==> src/rtl/iso2ep_pkg.sv <==
// types, constants and tables for the timestamp to epoch parser
`timescale 1ns / 1ps

package iso2ep_pkg;

   // field widths
   localparam int CHAR_W   = 8;
   localparam int POS_W    = 5;
   localparam int YEAR_W   = 14;
   localparam int FIELD_W  = 7;
   localparam int EPOCH_W  = 39;
   localparam int RSP_W    = 40;
   localparam int OPA_W    = 22;
   localparam int OPB_W    = 17;
   localparam int SHYEAR_W = 15;
   localparam int DOY_W    = 9;
   localparam int QUO_W    = 7;
   localparam int QUO_LSB  = 19;

   // fixed part layout
   localparam logic [POS_W-1:0] FIXED_LAST = 5'd18;
   localparam logic [POS_W-1:0] FIXED_LEN  = 5'd19;

   // ascii codes
   localparam logic [CHAR_W-1:0] CH_DASH  = 8'h2d;
   localparam logic [CHAR_W-1:0] CH_COLON = 8'h3a;
   localparam logic [CHAR_W-1:0] CH_T     = 8'h54;
   localparam logic [CHAR_W-1:0] CH_Z     = 8'h5a;
   localparam logic [CHAR_W-1:0] CH_DOT   = 8'h2e;
   localparam logic [CHAR_W-1:0] CH_ZERO  = 8'h30;
   localparam logic [CHAR_W-1:0] CH_NINE  = 8'h39;
   localparam logic [CHAR_W-1:0] CH_NONE  = 8'h00;

   // arithmetic constants
   localparam logic [SHYEAR_W-1:0] YEAR_SHIFT   = 15'd400;
   localparam logic [OPB_W-1:0]    DAYS_YEAR    = 17'd365;
   localparam logic [OPB_W-1:0]    RECIP_100    = 17'd5243;
   localparam logic [OPB_W-1:0]    SEC_DAY      = 17'd86400;
   localparam logic [OPB_W-1:0]    SEC_HOUR     = 17'd3600;
   localparam logic [OPB_W-1:0]    SEC_MIN      = 17'd60;
   localparam logic [OPB_W-1:0]    UNIT         = 17'd1;
   // 719468 + 146097 for the 400 year shift, plus one for the day base
   localparam logic [OPA_W-1:0]    DAY_OFFSET   = 22'd865566;

   typedef enum logic [1:0] {
      PH_FIXED,
      PH_SEP,
      PH_FRAC,
      PH_ZED
   } phase_type;

   typedef enum logic [3:0] {
      S_IDLE,
      S_Y365,
      S_Q100,
      S_SUB100,
      S_Q400,
      S_ADD400,
      S_ADD4,
      S_DOY,
      S_DAYS,
      S_HOUR,
      S_MIN,
      S_SEC,
      S_OFF,
      S_DONE
   } state_type;

   typedef enum logic [2:0] {
      OP_NONE,
      OP_LOAD,
      OP_ADD,
      OP_SUB,
      OP_QUOT
   } op_type;

   typedef struct packed {
      op_type           op;
      logic [OPA_W-1:0] opa;
      logic [OPB_W-1:0] opb;
   } ctl_type;

   // days before the shifted month, year starting in march
   function automatic logic [DOY_W-1:0] cum_days(input logic [3:0] mp);
      logic [DOY_W-1:0] r;
      unique case (mp)
         4'd0:    r = 9'd0;
         4'd1:    r = 9'd31;
         4'd2:    r = 9'd61;
         4'd3:    r = 9'd92;
         4'd4:    r = 9'd122;
         4'd5:    r = 9'd153;
         4'd6:    r = 9'd184;
         4'd7:    r = 9'd214;
         4'd8:    r = 9'd245;
         4'd9:    r = 9'd275;
         4'd10:   r = 9'd306;
         4'd11:   r = 9'd337;
         default: r = 9'd0;
      endcase
      return r;
   endfunction

endpackage

==> src/rtl/iso8601_utc_to_epoch_parser.sv <==
// timestamp string parser with iterative epoch conversion
`timescale 1ns / 1ps

// channel   ports                        transfer contents
// --------  ---------------------------  ------------------------------------
// request   req_tvalid/tready/tdata/last one character, tlast marks string end
// response  rsp_tvalid/tready/tdata      valid flag and epoch seconds
//
// characters are taken while the sequencer is idle; after the last one a valid
// string steps the shared multiply-accumulate unit through S_Y365 to S_OFF and
// then loads the output register, an invalid one goes straight to the load;
// req_tready is low from the last character until the result is loaded
// a result waiting in the output register does not block the next string until
// its own last character; reset is synchronous and clears the parse state but
// not the ok flag

module iso8601_utc_to_epoch_parser (
   input  logic                                clock,
   input  logic                                reset,
   input  logic                                req_tvalid,
   output logic                                req_tready,
   input  logic [iso2ep_pkg::CHAR_W-1:0]       req_tdata,  // char_byte
   input  logic                                req_tlast,  // last_char
   output logic                                rsp_tvalid,
   input  logic                                rsp_tready,
   output logic [iso2ep_pkg::RSP_W-1:0]        rsp_tdata   // valid_res, epoch_seconds
);

   // sequencer
   iso2ep_pkg::state_type state_ff, state_in;
   iso2ep_pkg::ctl_type   ctl;
   logic                  clear_parse;
   logic                  out_load;

   // parse state
   logic [iso2ep_pkg::POS_W-1:0]   pos_ff, pos_in;
   iso2ep_pkg::phase_type          phase_ff, phase_in;
   logic                           err_ff, err_in;
   logic [iso2ep_pkg::YEAR_W-1:0]  year_ff, year_in;
   logic [iso2ep_pkg::FIELD_W-1:0] mon_ff, mon_in;
   logic [iso2ep_pkg::FIELD_W-1:0] day_ff, day_in;
   logic [iso2ep_pkg::FIELD_W-1:0] hour_ff, hour_in;
   logic [iso2ep_pkg::FIELD_W-1:0] min_ff, min_in;
   logic [iso2ep_pkg::FIELD_W-1:0] sec_ff, sec_in;
   logic                           ok_ff, ok_in;

   // shared unit
   logic [iso2ep_pkg::EPOCH_W-1:0] acc_ff, acc_in;
   logic [iso2ep_pkg::QUO_W-1:0]   q_ff, q_in;
   logic [iso2ep_pkg::EPOCH_W-1:0] prod;

   // output register
   logic                           rsp_valid_ff, rsp_valid_in;
   logic                           rsp_ok_ff, rsp_ok_in;
   logic [iso2ep_pkg::EPOCH_W-1:0] rsp_epoch_ff, rsp_epoch_in;

   logic                            accept;
   logic                            is_digit;
   logic [3:0]                      dig;
   logic [iso2ep_pkg::CHAR_W-1:0]   sep;
   logic [iso2ep_pkg::SHYEAR_W-1:0] shyear;
   logic [3:0]                      mshift;
   logic [iso2ep_pkg::DOY_W-1:0]    doyd;

   assign accept   = req_tvalid && req_tready;
   assign is_digit = (req_tdata >= iso2ep_pkg::CH_ZERO) && (req_tdata <= iso2ep_pkg::CH_NINE);
   assign dig      = req_tdata[3:0];

   // separator expected at a fixed position, none for digit positions
   always_comb begin
      unique case (pos_ff)
         5'd4, 5'd7:   sep = iso2ep_pkg::CH_DASH;
         5'd10:        sep = iso2ep_pkg::CH_T;
         5'd13, 5'd16: sep = iso2ep_pkg::CH_COLON;
         default:      sep = iso2ep_pkg::CH_NONE;
      endcase
   end

   // character parsing
   always_comb begin
      pos_in   = pos_ff;
      phase_in = phase_ff;
      err_in   = err_ff;
      year_in  = year_ff;
      mon_in   = mon_ff;
      day_in   = day_ff;
      hour_in  = hour_ff;
      min_in   = min_ff;
      sec_in   = sec_ff;
      if (clear_parse) begin
         pos_in   = '0;
         phase_in = iso2ep_pkg::PH_FIXED;
         err_in   = 1'b0;
         year_in  = '0;
         mon_in   = '0;
         day_in   = '0;
         hour_in  = '0;
         min_in   = '0;
         sec_in   = '0;
      end else if (accept) begin
         unique case (phase_ff)
            iso2ep_pkg::PH_FIXED: begin
               if (sep != iso2ep_pkg::CH_NONE) begin
                  if (req_tdata != sep) err_in = 1'b1;
               end else if (!is_digit) begin
                  err_in = 1'b1;
               end else begin
                  // acc * 10 + digit, wrapping at the field width
                  priority if (pos_ff < 5'd4) begin
                     year_in = 14'((year_ff << 3) + (year_ff << 1) + 14'(dig));
                  end else if (pos_ff < 5'd7) begin
                     mon_in = 7'((mon_ff << 3) + (mon_ff << 1) + 7'(dig));
                  end else if (pos_ff < 5'd10) begin
                     day_in = 7'((day_ff << 3) + (day_ff << 1) + 7'(dig));
                  end else if (pos_ff < 5'd13) begin
                     hour_in = 7'((hour_ff << 3) + (hour_ff << 1) + 7'(dig));
                  end else if (pos_ff < 5'd16) begin
                     min_in = 7'((min_ff << 3) + (min_ff << 1) + 7'(dig));
                  end else begin
                     sec_in = 7'((sec_ff << 3) + (sec_ff << 1) + 7'(dig));
                  end
               end
               if (pos_ff >= iso2ep_pkg::FIXED_LAST) begin
                  pos_in   = iso2ep_pkg::FIXED_LEN;
                  phase_in = iso2ep_pkg::PH_SEP;
               end else begin
                  pos_in = pos_ff + 5'd1;
               end
            end
            iso2ep_pkg::PH_SEP: begin
               priority if (req_tdata == iso2ep_pkg::CH_DOT) phase_in = iso2ep_pkg::PH_FRAC;
               else if (req_tdata == iso2ep_pkg::CH_Z) phase_in = iso2ep_pkg::PH_ZED;
               else err_in = 1'b1;
            end
            iso2ep_pkg::PH_FRAC: begin
               priority if (req_tdata == iso2ep_pkg::CH_Z) phase_in = iso2ep_pkg::PH_ZED;
               else if (!is_digit) err_in = 1'b1;
               else err_in = err_ff;  // fraction digit, nothing gathered
            end
            iso2ep_pkg::PH_ZED: begin
               // anything after the closing z
               err_in = 1'b1;
            end
            default: err_in = 1'b1;
         endcase
      end
   end

   // final shape and range check, taken on the last character
   always_comb begin
      ok_in = ok_ff;
      if (accept && req_tlast) begin
         ok_in = !err_in && (phase_in == iso2ep_pkg::PH_ZED) &&
                 (mon_in >= 7'd1) && (mon_in <= 7'd12) &&
                 (day_in >= 7'd1) && (day_in <= 7'd31) &&
                 (hour_in <= 7'd23) && (min_in <= 7'd59) && (sec_in <= 7'd60);
      end
   end

   // year shifted by 400 so it stays positive, minus one for january and february
   assign shyear = iso2ep_pkg::SHYEAR_W'(year_ff) + iso2ep_pkg::YEAR_SHIFT -
                   ((mon_ff <= 7'd2) ? 15'd1 : 15'd0);
   assign mshift = (mon_ff > 7'd2) ? 4'(mon_ff - 7'd3) : 4'(mon_ff + 7'd9);
   assign doyd   = iso2ep_pkg::cum_days(mshift) + iso2ep_pkg::DOY_W'(day_ff);

   // next state
   always_comb begin
      state_in = state_ff;
      unique case (state_ff)
         iso2ep_pkg::S_IDLE: begin
            if (accept && req_tlast) state_in = ok_in ? iso2ep_pkg::S_Y365 : iso2ep_pkg::S_DONE;
         end
         iso2ep_pkg::S_Y365:   state_in = iso2ep_pkg::S_Q100;
         iso2ep_pkg::S_Q100:   state_in = iso2ep_pkg::S_SUB100;
         iso2ep_pkg::S_SUB100: state_in = iso2ep_pkg::S_Q400;
         iso2ep_pkg::S_Q400:   state_in = iso2ep_pkg::S_ADD400;
         iso2ep_pkg::S_ADD400: state_in = iso2ep_pkg::S_ADD4;
         iso2ep_pkg::S_ADD4:   state_in = iso2ep_pkg::S_DOY;
         iso2ep_pkg::S_DOY:    state_in = iso2ep_pkg::S_DAYS;
         iso2ep_pkg::S_DAYS:   state_in = iso2ep_pkg::S_HOUR;
         iso2ep_pkg::S_HOUR:   state_in = iso2ep_pkg::S_MIN;
         iso2ep_pkg::S_MIN:    state_in = iso2ep_pkg::S_SEC;
         iso2ep_pkg::S_SEC:    state_in = iso2ep_pkg::S_OFF;
         iso2ep_pkg::S_OFF:    state_in = iso2ep_pkg::S_DONE;
         iso2ep_pkg::S_DONE: begin
            if (!rsp_valid_ff || rsp_tready) state_in = iso2ep_pkg::S_IDLE;
         end
         default: state_in = iso2ep_pkg::S_IDLE;
      endcase
   end

   // sequencer outputs: operands for the multiply-accumulate unit
   always_comb begin
      ctl         = '{op: iso2ep_pkg::OP_NONE, opa: '0, opb: '0};
      req_tready  = 1'b0;
      clear_parse = 1'b0;
      out_load    = 1'b0;
      unique case (state_ff)
         iso2ep_pkg::S_IDLE: req_tready = 1'b1;
         // days = Y*365 + Y/4 - Y/100 + Y/400 + doy
         iso2ep_pkg::S_Y365:
            ctl = '{iso2ep_pkg::OP_LOAD, iso2ep_pkg::OPA_W'(shyear), iso2ep_pkg::DAYS_YEAR};
         iso2ep_pkg::S_Q100:
            ctl = '{iso2ep_pkg::OP_QUOT, iso2ep_pkg::OPA_W'(shyear), iso2ep_pkg::RECIP_100};
         iso2ep_pkg::S_SUB100:
            ctl = '{iso2ep_pkg::OP_SUB, iso2ep_pkg::OPA_W'(q_ff), iso2ep_pkg::UNIT};
         iso2ep_pkg::S_Q400:
            ctl = '{iso2ep_pkg::OP_QUOT, iso2ep_pkg::OPA_W'(shyear >> 2), iso2ep_pkg::RECIP_100};
         iso2ep_pkg::S_ADD400:
            ctl = '{iso2ep_pkg::OP_ADD, iso2ep_pkg::OPA_W'(q_ff), iso2ep_pkg::UNIT};
         iso2ep_pkg::S_ADD4:
            ctl = '{iso2ep_pkg::OP_ADD, iso2ep_pkg::OPA_W'(shyear >> 2), iso2ep_pkg::UNIT};
         iso2ep_pkg::S_DOY:
            ctl = '{iso2ep_pkg::OP_ADD, iso2ep_pkg::OPA_W'(doyd), iso2ep_pkg::UNIT};
         // seconds, then the day base offset in seconds
         iso2ep_pkg::S_DAYS:
            ctl = '{iso2ep_pkg::OP_LOAD, acc_ff[iso2ep_pkg::OPA_W-1:0], iso2ep_pkg::SEC_DAY};
         iso2ep_pkg::S_HOUR:
            ctl = '{iso2ep_pkg::OP_ADD, iso2ep_pkg::OPA_W'(hour_ff), iso2ep_pkg::SEC_HOUR};
         iso2ep_pkg::S_MIN:
            ctl = '{iso2ep_pkg::OP_ADD, iso2ep_pkg::OPA_W'(min_ff), iso2ep_pkg::SEC_MIN};
         iso2ep_pkg::S_SEC:
            ctl = '{iso2ep_pkg::OP_ADD, iso2ep_pkg::OPA_W'(sec_ff), iso2ep_pkg::UNIT};
         iso2ep_pkg::S_OFF:
            ctl = '{iso2ep_pkg::OP_SUB, iso2ep_pkg::DAY_OFFSET, iso2ep_pkg::SEC_DAY};
         iso2ep_pkg::S_DONE: begin
            if (!rsp_valid_ff || rsp_tready) begin
               out_load    = 1'b1;
               clear_parse = 1'b1;
            end
         end
         default: ctl = '{op: iso2ep_pkg::OP_NONE, opa: '0, opb: '0};
      endcase
   end

   // shared multiply-accumulate, operands zero extended to the full product width
   assign prod = {{iso2ep_pkg::OPB_W{1'b0}}, ctl.opa} * {{iso2ep_pkg::OPA_W{1'b0}}, ctl.opb};

   always_comb begin
      acc_in = acc_ff;
      q_in   = q_ff;
      unique case (ctl.op)
         iso2ep_pkg::OP_NONE: acc_in = acc_ff;
         iso2ep_pkg::OP_LOAD: acc_in = prod;
         iso2ep_pkg::OP_ADD:  acc_in = acc_ff + prod;
         iso2ep_pkg::OP_SUB:  acc_in = acc_ff - prod;
         iso2ep_pkg::OP_QUOT: q_in   = prod[iso2ep_pkg::QUO_LSB +: iso2ep_pkg::QUO_W];
         default:             acc_in = acc_ff;
      endcase
   end

   // output register, an invalid string reports zero seconds
   always_comb begin
      rsp_valid_in = rsp_valid_ff;
      rsp_ok_in    = rsp_ok_ff;
      rsp_epoch_in = rsp_epoch_ff;
      if (out_load) begin
         rsp_valid_in = 1'b1;
         rsp_ok_in    = ok_ff;
         rsp_epoch_in = ok_ff ? acc_ff : '0;
      end else if (rsp_tready) begin
         rsp_valid_in = 1'b0;
      end
   end

   always_ff @(posedge clock) begin
      if (reset) begin
         state_ff     <= iso2ep_pkg::S_IDLE;
         pos_ff       <= '0;
         phase_ff     <= iso2ep_pkg::PH_FIXED;
         err_ff       <= 1'b0;
         year_ff      <= '0;
         mon_ff       <= '0;
         day_ff       <= '0;
         hour_ff      <= '0;
         min_ff       <= '0;
         sec_ff       <= '0;
         rsp_valid_ff <= 1'b0;
      end else begin
         state_ff     <= state_in;
         pos_ff       <= pos_in;
         phase_ff     <= phase_in;
         err_ff       <= err_in;
         year_ff      <= year_in;
         mon_ff       <= mon_in;
         day_ff       <= day_in;
         hour_ff      <= hour_in;
         min_ff       <= min_in;
         sec_ff       <= sec_in;
         rsp_valid_ff <= rsp_valid_in;
      end
   end

   always_ff @(posedge clock) begin
      ok_ff        <= ok_in;
      acc_ff       <= acc_in;
      q_ff         <= q_in;
      rsp_ok_ff    <= rsp_ok_in;
      rsp_epoch_ff <= rsp_epoch_in;
   end

   assign rsp_tvalid = rsp_valid_ff;
   assign rsp_tdata  = {rsp_epoch_ff, rsp_ok_ff};

endmodule

==> config.mk <==
export PLATFORM = sky130hd
export DESIGN_NAME = iso8601_utc_to_epoch_parser
export DESIGN_NICKNAME = d
export VERILOG_FILES = /design/src/rtl/iso2ep_pkg.sv /design/src/rtl/iso8601_utc_to_epoch_parser.sv
export SDC_FILE = /design/constraint.sdc
export NUM_CORES = 1
export LEC_CHECK = 0
export ABC_AREA = 1
export BUFFER_PORTS_ARGS = -buffer_cell sky130_fd_sc_hd__buf_2
export CAP_MARGIN = 20
export CORE_ASPECT_RATIO = 1.4
export CORE_MARGIN = 8
export CORE_UTILIZATION = 30
export DETAILED_ROUTE_END_ITERATION = 10
export SETUP_SLACK_MARGIN = 0.4
export SYNTH_ARGS = -nofsm -noshare
export SYNTH_HDL_FRONTEND = slang
export SYNTH_SLANG_ARGS = --single-unit
==> constraint.sdc <==
create_clock -name clock -period 13.05 [get_ports clock]
set_clock_uncertainty 0.2 [all_clocks]
set_input_delay 1.9575 -clock clock [delete_from_list [all_inputs] [get_ports clock]]
set_output_delay 1.9575 -clock clock [all_outputs]
set_load 0.01 [all_outputs]
==> results of run 1 <==
## final timing paths
path	depth (start not counted)	to	startpoint	slack [ns]
max reg2reg	69	acc_ff[38]	mon_ff[1]	1.10
min reg2reg	2	err_ff	err_ff	0.26
min	2	err_ff	err_ff	0.26
max	69	acc_ff[38]	mon_ff[1]	1.10
## metal layers
metal	global-route usage, %	wire length [um]	vias up
met4	10.4	5250	0
met3	1.91	2260	196
met1	18.1	29000	10300
met2	31.3	40200	469
met5	0	0	-
li1	-	-	10600
## flip-flops by register name, summed over array words and instances (netlist names), 5 cells and up
signal        count
mon_ff            7
day_ff            7
year_ff          14
rsp_epoch_ff     39
hour_ff           7
sec_ff            7
pos_ff            5
min_ff            7
acc_ff           39
q_ff              7
## logic make-up (layout without fill, tap and decap cells)
group,Yosys count,after routing,share of synthesized area [%]
AO/OA/AOI/OAI,413,413,9.50
XOR/XNOR,105,105,3.74
adder cells (fa/ha/maj),553,553,36.4
buffers and inverters,891,982,13.6
flip-flops,149,149,15.6
other,2,86,0.0305
AND/OR/NAND/NOR,1230,1230,21.1
## metrics by stage
| stage | cells | instance area [um^2] |
|---|---|---|
| floorplan | 3427 | 24900 |
| global placement | 4544 | 26600 |
| detailed placement | 4544 | 26600 |
| CTS | 4579 | 27300 |
| global route | 4589 | 27900 |
| finish | 4589 | 27900 |
## repair_timing
action,4_1_cts,5_1_grt
gates resized for setup,11,110
buffers inserted,3,9
setup endpoints to repair,6,24
hold buffers,0,0
pin swaps,1,19
endpoints found under the hold margin,0,0
## worst reg2reg max path: cells and delay by family, from the launching register on
| kind | cells | cell delay, ns |
|---|---|---|
| AOI/OAI and AO/OA | 12 | 1.77 |
| and+or+nand+nor | 31 | 2.97 |
| xor gates and xnor gates | 2 | 0.71 |
| buffers and inverters | 13 | 1.01 |
| DFF | 1 | 0.36 |
| adders and majority gates | 11 | 4.66 |
## synth_stat cells, types with 3 or more instances
master	instances	area, um^2
sky130_fd_sc_hd__a211oi_1	14	105
sky130_fd_sc_hd__a21boi_0	6	45.0
sky130_fd_sc_hd__a21o_1	7	52.6
sky130_fd_sc_hd__a21oi_1	158	791
sky130_fd_sc_hd__a221oi_1	3	26.3
sky130_fd_sc_hd__a31oi_1	19	119
sky130_fd_sc_hd__and2_1	3	18.8
sky130_fd_sc_hd__buf_2	5	25.0
sky130_fd_sc_hd__clkbuf_1	30	113
sky130_fd_sc_hd__clkinv_1	3	11.3
sky130_fd_sc_hd__dfxtp_1	63	1260
sky130_fd_sc_hd__edfxtp_1	86	2580
sky130_fd_sc_hd__fa_1	271	5430
sky130_fd_sc_hd__ha_1	282	3530
sky130_fd_sc_hd__inv_1	825	3100
sky130_fd_sc_hd__inv_2	23	86.3
sky130_fd_sc_hd__nand2_1	664	2490
sky130_fd_sc_hd__nand2_2	7	43.8
sky130_fd_sc_hd__nand3_1	125	626
sky130_fd_sc_hd__nand3b_1	5	37.5
sky130_fd_sc_hd__nand4_1	26	163
sky130_fd_sc_hd__nor2_1	308	1160
sky130_fd_sc_hd__nor2_2	9	56.3
sky130_fd_sc_hd__nor2_8	3	60.1
sky130_fd_sc_hd__nor3_1	41	205
sky130_fd_sc_hd__nor3b_1	3	22.5
sky130_fd_sc_hd__nor4_1	6	37.5
sky130_fd_sc_hd__o2111ai_1	4	35.0
sky130_fd_sc_hd__o211ai_1	12	90.1
sky130_fd_sc_hd__o21a_1	10	75.1
sky130_fd_sc_hd__o21ai_0	128	641
sky130_fd_sc_hd__o21ai_1	20	100
sky130_fd_sc_hd__o21bai_1	8	60.1
sky130_fd_sc_hd__o221ai_1	5	43.8
sky130_fd_sc_hd__o22ai_1	3	18.8
sky130_fd_sc_hd__o31ai_1	5	37.5
sky130_fd_sc_hd__or2_2	14	87.6
sky130_fd_sc_hd__xnor2_1	26	228
sky130_fd_sc_hd__xor2_1	79	692
## area by class of cell
| type | count | area, um^2 | share of cell area [%] |
|---|---|---|---|
| clock buffers | 19 | 453 | 1.63 |
| repair buffers | 97 | 606 | 2.17 |
| well taps | 1071 | 1340 | 4.81 |
| multi-input cells | 2387 | 18200 | 65.4 |
| clock inverters | 13 | 191 | 0.687 |
| flip-flops and latches | 149 | 3840 | 13.8 |
| inverters | 853 | 3210 | 11.5 |
==> out/metrics.cfg, run 1 <==
[drt]
final_antenna_net_count = 0
drt-pass1-iter-count = 7
route.detailed.vias_per_inst = 4.70
avgRoutedWirePerCell_um = 16.7
drc = 0
final_routed_wirelength_across_all_metal_layers_um = 76700
count_of_routing_violations_after_the_opening_detailed_route_iteration = 1080
vias = 21600

[sta]
fin_tns_setup_ns = 0
rsz0062_at_grt = true
final_hold_viol_count = 0
timing_worst_slew_pin_value_ns = 0.956
period_share_pct = 91.5
slew_headroom_pct = 36.0
post_layout_worst_setup_margin_ns = 1.10
finalHoldWorstSlack_ns = 0.256
maxSlewViolCount = 0
final_setup_fails = 0
fmax_mhz = 83.7
min_period_ns = 11.95

[setup_path]
critical_path.slowest_cell = sky130_fd_sc_hd__xor2_1
critical-path-max-stage-delay_ns = 0.55
worstPathMaxFanout = 9
critical_path.top_delay_family = adder cells
worst_setup_path_start_kind = flip-flop
critPathRequiredTime_ns = 13.08
criticalPathCategory = reg2reg
crit_path_frequent_cell = sky130_fd_sc_hd__nand2_1
cp_data_arrival_time_ns = 11.98
cp.buffers_inverters = 13
timing.critical_path.to_type = flip-flop

[global_route]
first_pass_grt_wire_length_um = 121000
grt_antenna_before_repair = 0
track_usage_pct = 16.9
pin_count_of_the_biggest_net_entering_global_routing = 47
grt_pass1_vias = 22300
global_route.overflow_total = 0

[place]
pre_cts_ws_ns = 0.0768
detailedPlacementHpwl_um = 65400
port-buffer-count = 54
gp_routability_congestion = 0.980

[logic_synthesis]
mappedNetlistArea_um2 = 24600
async_reset_ff_share_pct = 0
synth_seq_cells = 149
ys_seq_area_share_pct = 15.6
synth.avg_cell_area_um2 = 7.36
synthesis.yosys.warnings = 0
predominant_post_synthesis_flop_cell = sky130_fd_sc_hd__edfxtp_1
synthDistinctLibCells = 66
number_of_synthesized_flops_with_an_enable_pin = 86
netlist_instances = 3343

[die]
design.portCount = 55
dieWidth_um = 258
fp-row-count = 124
core-area_um2 = 81500
initial_utilization_pct = 30.2
die_h_um = 355
design.die.area_um2 = 91600

[outcome]
status = completed

[worst_hold_path]
hold_path_class = reg2reg

[clock_network]
cts_num_sinks = 149
cts-htree-levels = 4
cts_tree = done
clock_insertion_delay_worst_skew_ns = 0.48
clk_pin_slew_worst_paths_ns = 0.07
cts_root_buf = sky130_fd_sc_hd__clkbuf_16
tritoncts.num_buffers = 17
clock_tree.buffer_depth = 2

[final_layout]
layout_common_cells = 822 x sky130_fd_sc_hd__inv_1, 646 x sky130_fd_sc_hd__nand2_1, 294 x sky130_fd_sc_hd__nor2_1
area_growth_syn_to_layout_pct = 13.2
nets = 4071
mostFrequentLayoutCell = sky130_fd_sc_hd__inv_1
layout-drive-gt1-share_pct = 8.47
postLayoutCoreUtil_pct = 34.2
num_antenna_cells = 0
nFillCells = 8745

[job]
max_cap_viol_count = 0

Power of run 1 is left out: the tool's default activity adds up to more than one toggle a clock period on the data nets, which glitch-free logic cannot reach.
==> run 2, diff against run 1 <==
--- a/config.mk
+++ b/config.mk
@@ -6,12 +6,13 @@
 export NUM_CORES = 1
 export LEC_CHECK = 0
 export ABC_AREA = 1
+export ABC_CLOCK_PERIOD_IN_PS = 13050
 export BUFFER_PORTS_ARGS = -buffer_cell sky130_fd_sc_hd__buf_2
 export CAP_MARGIN = 20
 export CORE_ASPECT_RATIO = 1.4
-export CORE_MARGIN = 8
 export CORE_UTILIZATION = 30
 export DETAILED_ROUTE_END_ITERATION = 10
+export REMOVE_ABC_BUFFERS = 1
 export SETUP_SLACK_MARGIN = 0.4
 export SYNTH_ARGS = -nofsm -noshare
 export SYNTH_HDL_FRONTEND = slang
==> run 2 against run 1 <==
Against the previous run: cell area about the same; first-iteration DRC count up 12%; hold slack better by 0.029 ns; global-route usage up 2.1 points; via count up 0.11%; sequential share of layout area about the same; critical path type unchanged.
==> out/metrics.cfg, run 2 (synthesized netlist as in run 1, its figures left out) <==
[sta]
fin_tns_setup_ns = 0  ; unchanged
maxSlewViolCount = 0  ; unchanged
rsz0062_at_grt = true  ; unchanged
final_hold_viol_count = 0  ; unchanged
fmax_mhz = 84.3  ; was 83.7 MHz
period_share_pct = 90.9  ; was 91.5%
min_period_ns = 11.87  ; was 11.95 ns
final_setup_fails = 0  ; unchanged
timing_worst_slew_pin_value_ns = 1.26  ; was 0.956 ns
slew_headroom_pct = 14.8  ; was 36.0%

[die]
design.portCount = 55  ; unchanged
initial_utilization_pct = 30.5  ; was 30.2%
die_h_um = 341  ; was 355 um
dieWidth_um = 244  ; was 258 um
design.die.area_um2 = 83200  ; was 91600 um^2
fp-row-count = 123  ; was 124
core-area_um2 = 80800  ; was 81500 um^2

[drt]
avgRoutedWirePerCell_um = 16.7  ; about the same
count_of_routing_violations_after_the_opening_detailed_route_iteration = 1210  ; was 1080
drc = 0  ; unchanged
vias = 21600  ; about the same
final_antenna_net_count = 0  ; unchanged
final_routed_wirelength_across_all_metal_layers_um = 76400  ; was 76700 um
route.detailed.vias_per_inst = 4.72  ; was 4.70
drt-pass1-iter-count = 7  ; unchanged

[final_layout]
largest_registers = acc_ff (39), rsp_epoch_ff (39), year_ff (14)  ; unchanged
num_antenna_cells = 0  ; unchanged
area_growth_syn_to_layout_pct = 13.2  ; about the same
nets = 4072  ; was 4071
layout-drive-gt1-share_pct = 8.47  ; about the same
layoutNonFillerInstCount = 4581  ; was 4589
layout_common_cells = 821 x sky130_fd_sc_hd__inv_1, 651 x sky130_fd_sc_hd__nand2_1, 290 x sky130_fd_sc_hd__nor2_1  ; was 822 x sky130_fd_sc_hd__inv_1, 646 x sky130_fd_sc_hd__nand2_1, 294 x sky130_fd_sc_hd__nor2_1
nFillCells = 8656  ; was 8745
mostFrequentLayoutCell = sky130_fd_sc_hd__inv_1  ; unchanged
design_area_um2 = 27900  ; about the same

[place]
numPlacedInstances = 4528  ; was 4544
port-buffer-count = 54  ; unchanged
gp_routability_congestion = 0.947  ; was 0.980
detailedPlacementHpwl_um = 64500  ; was 65400 um
instance_area_after_placement_um2 = 26600  ; about the same

[setup_path]
timing.reg2reg.setup_slack_ns = 1.18  ; was 1.10 ns
cp_data_arrival_time_ns = 11.92  ; was 11.98 ns
critical_path.slowest_cell = sky130_fd_sc_hd__fa_1  ; was sky130_fd_sc_hd__xor2_1
critPathRequiredTime_ns = 13.10  ; was 13.08 ns
regToRegStartpoint = mon_ff[0]  ; was mon_ff[1]
criticalPathCategory = reg2reg  ; unchanged
critical-path-max-stage-delay_ns = 0.53  ; was 0.55 ns
worstPathMaxFanout = 8  ; was 9
r2r-end = acc_ff[36]  ; was acc_ff[38]
timing.critical_path.to_type = flip-flop  ; unchanged
launch_point_of_the_worst_path = mon_ff[0]  ; was mon_ff[1]
worst_setup_path_start_kind = flip-flop  ; unchanged
r2r_cells = 66  ; was 69
crit_path_frequent_cell = sky130_fd_sc_hd__inv_1  ; was sky130_fd_sc_hd__nand2_1

[clock_network]
cts_tree = done  ; unchanged
postCtsHoldBufs = 0  ; unchanged
tritoncts.num_buffers = 17  ; unchanged
clk_pin_slew_worst_paths_ns = 0.08  ; was 0.07 ns
cts-htree-levels = 4  ; unchanged
cts_num_sinks = 149  ; unchanged
clock_insertion_delay_worst_skew_ns = 0.52  ; was 0.48 ns
clock_tree.buffer_depth = 2  ; unchanged
cts_root_buf = sky130_fd_sc_hd__clkbuf_16  ; unchanged

[global_route]
grt_antenna_before_repair = 0  ; unchanged
grt_pass1_vias = 22500  ; was 22300
global_route.overflow_total = 0  ; unchanged
track_usage_pct = 19.0  ; was 16.9%
first_pass_grt_wire_length_um = 121000  ; about the same
pin_count_of_the_biggest_net_entering_global_routing = 47  ; unchanged

[outcome]
status = completed  ; unchanged

[job]
max_cap_viol_count = 0  ; unchanged

[worst_hold_path]
hold_path_class = reg2reg  ; unchanged
hold_path_depth = 2  ; unchanged
min_delay_endpoint = ok_ff  ; was err_ff
min-delay-start = ok_ff  ; was err_ff

-- run 2: cell count changes in the layout (fill, tap and decap cells not counted), sizes merged --
cell | previous run | this run
inv | 854 | 861
clkinvlp | 2 | 0
clkbuf | 19 | 17
bufinv | 4 | 0
clkinv | 6 | 7
buf | 97 | 98
-- run 2: per-stage QoR --
| step | utilization, % | hold slack, ns | setup WS [ns] |
|---|---|---|---|
| final | 34.5 | 0.285 | 1.18 |
| after global routing | 34.5 | 0.329 | 0.336 |
| after floorplan | - | 0.236 | 1.70 |
| after global placement | 32.9 | 0.249 | 0.179 |
| after CTS | 33.8 | 0.285 | 0.414 |
| after detailed placement | 32.9 | 0.272 | -0.0746 |
-- run 2: critical path, delay by kind of cell (launching register included) --
kind | cells | cell delay, ns
AO/OA/AOI/OAI | 11 | 1.31
XOR/XNOR | 1 | 0.16
adder cells (fa/ha/maj) | 11 | 4.65
buffers and inverters | 14 | 1.14
flip-flops | 1 | 0.38
AND/OR/NAND/NOR | 29 | 3.76
-- run 2: area by class of cell --
cell class                 count  area, um^2  share of cell area (%)
multi-input combinational   2387       18300                    65.6
sequential                   149        3850                    13.8
inverter                     853        3210                    11.5
tap                         1062        1330                    4.77
timing repair buffer          98         613                    2.20
clock buffer                  17         425                    1.53
clock inverter                15         171                   0.615
-- run 2: what timing repair did --
action	4_1_cts	5_1_grt
cloned	0	0
setup endpoints to repair	12	21
setup buffers	3	17
resized for setup	19	103
pin swaps	2	26
-- run 2: worst max-delay path by stage --
stage            endpoint  cells after the start
4_1_cts        acc_ff[36]                     67
3_5_place_dp   acc_ff[36]                     70
6_report       acc_ff[36]                     66
5_1_grt        acc_ff[36]                     75
2_1_floorplan  acc_ff[36]                     72
3_3_place_gp   acc_ff[36]                     70
-- run 2: metal layers --
layer / share of wire [%] / track usage, %
met3: 3.4 / 2.37
met5: 0 / 0
met2: 52 / 35.3
met1: 38 / 20.3
met4: 6.6 / 11.5
Power of run 2 is left out for the same reason.
==> run 3, diff against run 2 <==
--- a/config.mk
+++ b/config.mk
@@ -8,10 +8,11 @@
 export ABC_AREA = 1
 export ABC_CLOCK_PERIOD_IN_PS = 13050
 export BUFFER_PORTS_ARGS = -buffer_cell sky130_fd_sc_hd__buf_2
-export CAP_MARGIN = 20
+export CAP_MARGIN = 0
 export CORE_ASPECT_RATIO = 1.4
-export CORE_UTILIZATION = 30
+export CORE_UTILIZATION = 50
 export DETAILED_ROUTE_END_ITERATION = 10
+export PLACE_DENSITY = 0.66
 export REMOVE_ABC_BUFFERS = 1
 export SETUP_SLACK_MARGIN = 0.4
 export SYNTH_ARGS = -nofsm -noshare
==> run 3 against run 2 <==
Against the previous run: via count shrank 0.28%; flip-flop and latch count is the same; first-iteration DRC count shrank 14%; hold slack lost 0.0083 ns; critical path depth grew 3; maximum frequency shrank 2.0%; setup slack lost 0.24 ns; die area shrank 40%; cell count shrank 9.3%; core utilization grew 22 points; sequential share of layout area grew 0.31 points; non-clock buffer count grew 8; critical endpoint is now acc_ff[38]; highest routed layer unchanged.
==> out/metrics.cfg, run 3 (synthesized netlist as in run 1, its figures left out) <==
[outcome]
status = completed  ; unchanged

[die]
core-area_um2 = 48300  ; was 80800 um^2
design.portCount = 55  ; unchanged
die_h_um = 264  ; was 341 um
dieWidth_um = 189  ; was 244 um
fp-row-count = 95  ; was 123
design.die.area_um2 = 50100  ; was 83200 um^2
initial_utilization_pct = 51.0  ; was 30.5%

[final_layout]
mostFrequentLayoutCell = sky130_fd_sc_hd__inv_1  ; unchanged
layout-drive-gt1-share_pct = 8.20  ; was 8.47%
nets = 4080  ; was 4072
num_antenna_cells = 0  ; unchanged
nFillCells = 4813  ; was 8656
area_growth_syn_to_layout_pct = 10.7  ; was 13.2%
layout_common_cells = 823 x sky130_fd_sc_hd__inv_1, 652 x sky130_fd_sc_hd__nand2_1, 291 x sky130_fd_sc_hd__nor2_1  ; was 821 x sky130_fd_sc_hd__inv_1, 651 x sky130_fd_sc_hd__nand2_1, 290 x sky130_fd_sc_hd__nor2_1
area_of_combinational_cells_with_multiple_inputs_um2 = 18100  ; was 18300 um^2
register_area_um2 = 3850  ; unchanged
largest_registers = acc_ff (39), rsp_epoch_ff (39), year_ff (14)  ; unchanged

[sta]
rsz0062_at_grt = true  ; unchanged
min_period_ns = 12.10  ; was 11.87 ns
fin_tns_setup_ns = 0  ; unchanged
maxSlewViolCount = 0  ; unchanged
final_setup_fails = 0  ; unchanged
period_share_pct = 92.8  ; was 90.9%
final_hold_viol_count = 0  ; unchanged
fmax_mhz = 82.6  ; was 84.3 MHz
post_layout_worst_setup_margin_ns = 0.946  ; was 1.18 ns
slew_headroom_pct = 14.8  ; about the same
timing_worst_slew_pin_value_ns = 1.27  ; was 1.26 ns
finalHoldWorstSlack_ns = 0.277  ; was 0.285 ns

[setup_path]
critical-path-max-stage-delay_ns = 0.59  ; was 0.53 ns
critPathRequiredTime_ns = 13.08  ; was 13.10 ns
worstPathMaxFanout = 9  ; was 8
timing.reg2reg.setup_slack_ns = 0.95  ; was 1.18 ns
timing.critical_path.to_type = flip-flop  ; unchanged
critical_path.slowest_cell = sky130_fd_sc_hd__fa_1  ; unchanged
crit_path_frequent_cell = sky130_fd_sc_hd__inv_1  ; unchanged
criticalPathCategory = reg2reg  ; unchanged
cp_data_arrival_time_ns = 12.13  ; was 11.92 ns
worst_setup_path_start_kind = flip-flop  ; unchanged

[clock_network]
cts_num_sinks = 149  ; unchanged
clock_tree.buffer_depth = 2  ; unchanged
cts_tree = done  ; unchanged
cts_root_buf = sky130_fd_sc_hd__clkbuf_16  ; unchanged
clock_insertion_delay_worst_skew_ns = 0.46  ; was 0.52 ns
cts-htree-levels = 4  ; unchanged
tritoncts.num_buffers = 17  ; unchanged
clk_pin_slew_worst_paths_ns = 0.07  ; was 0.08 ns

[place]
port-buffer-count = 54  ; unchanged
detailedPlacementHpwl_um = 63000  ; was 64500 um
pre_cts_ws_ns = 0.0441  ; was -0.0746 ns
gp_routability_congestion = 1.04  ; was 0.947

[drt]
vias = 21500  ; was 21600
avgRoutedWirePerCell_um = 18.0  ; was 16.7 um
final_antenna_net_count = 0  ; unchanged
drc = 0  ; unchanged
route.detailed.vias_per_inst = 5.19  ; was 4.72
count_of_routing_violations_after_the_opening_detailed_route_iteration = 1044  ; was 1210
drt-pass1-iter-count = 7  ; unchanged
final_routed_wirelength_across_all_metal_layers_um = 74600  ; was 76400 um

[global_route]
grt_pass1_vias = 22300  ; was 22500
first_pass_grt_wire_length_um = 118000  ; was 121000 um
global_route.overflow_total = 0  ; unchanged
track_usage_pct = 30.9  ; was 19.0%
pin_count_of_the_biggest_net_entering_global_routing = 48  ; was 47
grt_antenna_before_repair = 0  ; unchanged

[job]
max_cap_viol_count = 0  ; unchanged

[worst_hold_path]
hold_path_class = reg2reg  ; unchanged

run 3: cell count changes in the layout (fill, tap and decap cells not counted), moves of 3 or more:
cell / previous run / this run
sky130_fd_sc_hd__a31oi_1: 15 / 18
sky130_fd_sc_hd__buf_4: 43 / 52
sky130_fd_sc_hd__bufinv_16: 0 / 4
sky130_fd_sc_hd__clkinv_8: 3 / 0
sky130_fd_sc_hd__clkinvlp_4: 0 / 3
sky130_fd_sc_hd__inv_2: 28 / 25
sky130_fd_sc_hd__inv_6: 4 / 0
sky130_fd_sc_hd__inv_8: 7 / 1
run 3: per-layer routing:
metal,part of all wire [%],GRT usage (%)
met1,36,32.2
met2,51,55.8
met3,3.6,3.69
met4,8.8,24.1
met5,0,0
run 3: through the flow:
step           instances  cell area [um^2]  utilization (%)
2_1_floorplan       3389             24800                -
5_1_grt             4155             27200             56.4
6_report            4155             27200             56.4
3_3_place_gp        4103             26100             54.0
4_1_cts             4136             26700             55.4
3_5_place_dp        4103             26100             54.0
run 3: repair_timing:
item	4_1_cts	5_1_grt
hold buffers	0	0
setup endpoints to repair	11	20
pin swaps	2	24
gates resized for setup	9	90
setup buffers	3	19
run 3: final cells by class:
class / count / area share, %
multi-input cells: 2387 / 66.5
well taps: 630 / 2.89
repair buffers: 106 / 2.43
clock inverters: 12 / 0.666
clock buffers: 18 / 1.58
inverters: 853 / 11.8
flip-flops and latches: 149 / 14.1
run 3: critical path, delay by kind of cell (launching register included):
kind	cells	cell delay (ns)
DFF	1	0.37
adders and majority gates	10	4.47
buffers and inverters	18	1.37
and+or+nand+nor	25	2.80
AOI/OAI and AO/OA	14	2.26
xor gates and xnor gates	2	0.39
run 3: worst paths after layout:
kind,from,cells after the start,end
max,mon_ff[0],69,acc_ff[38]
min,err_ff,2,err_ff
max reg2reg,mon_ff[0],69,acc_ff[38]
min reg2reg,err_ff,2,err_ff
Power of run 3 is left out for the same reason.
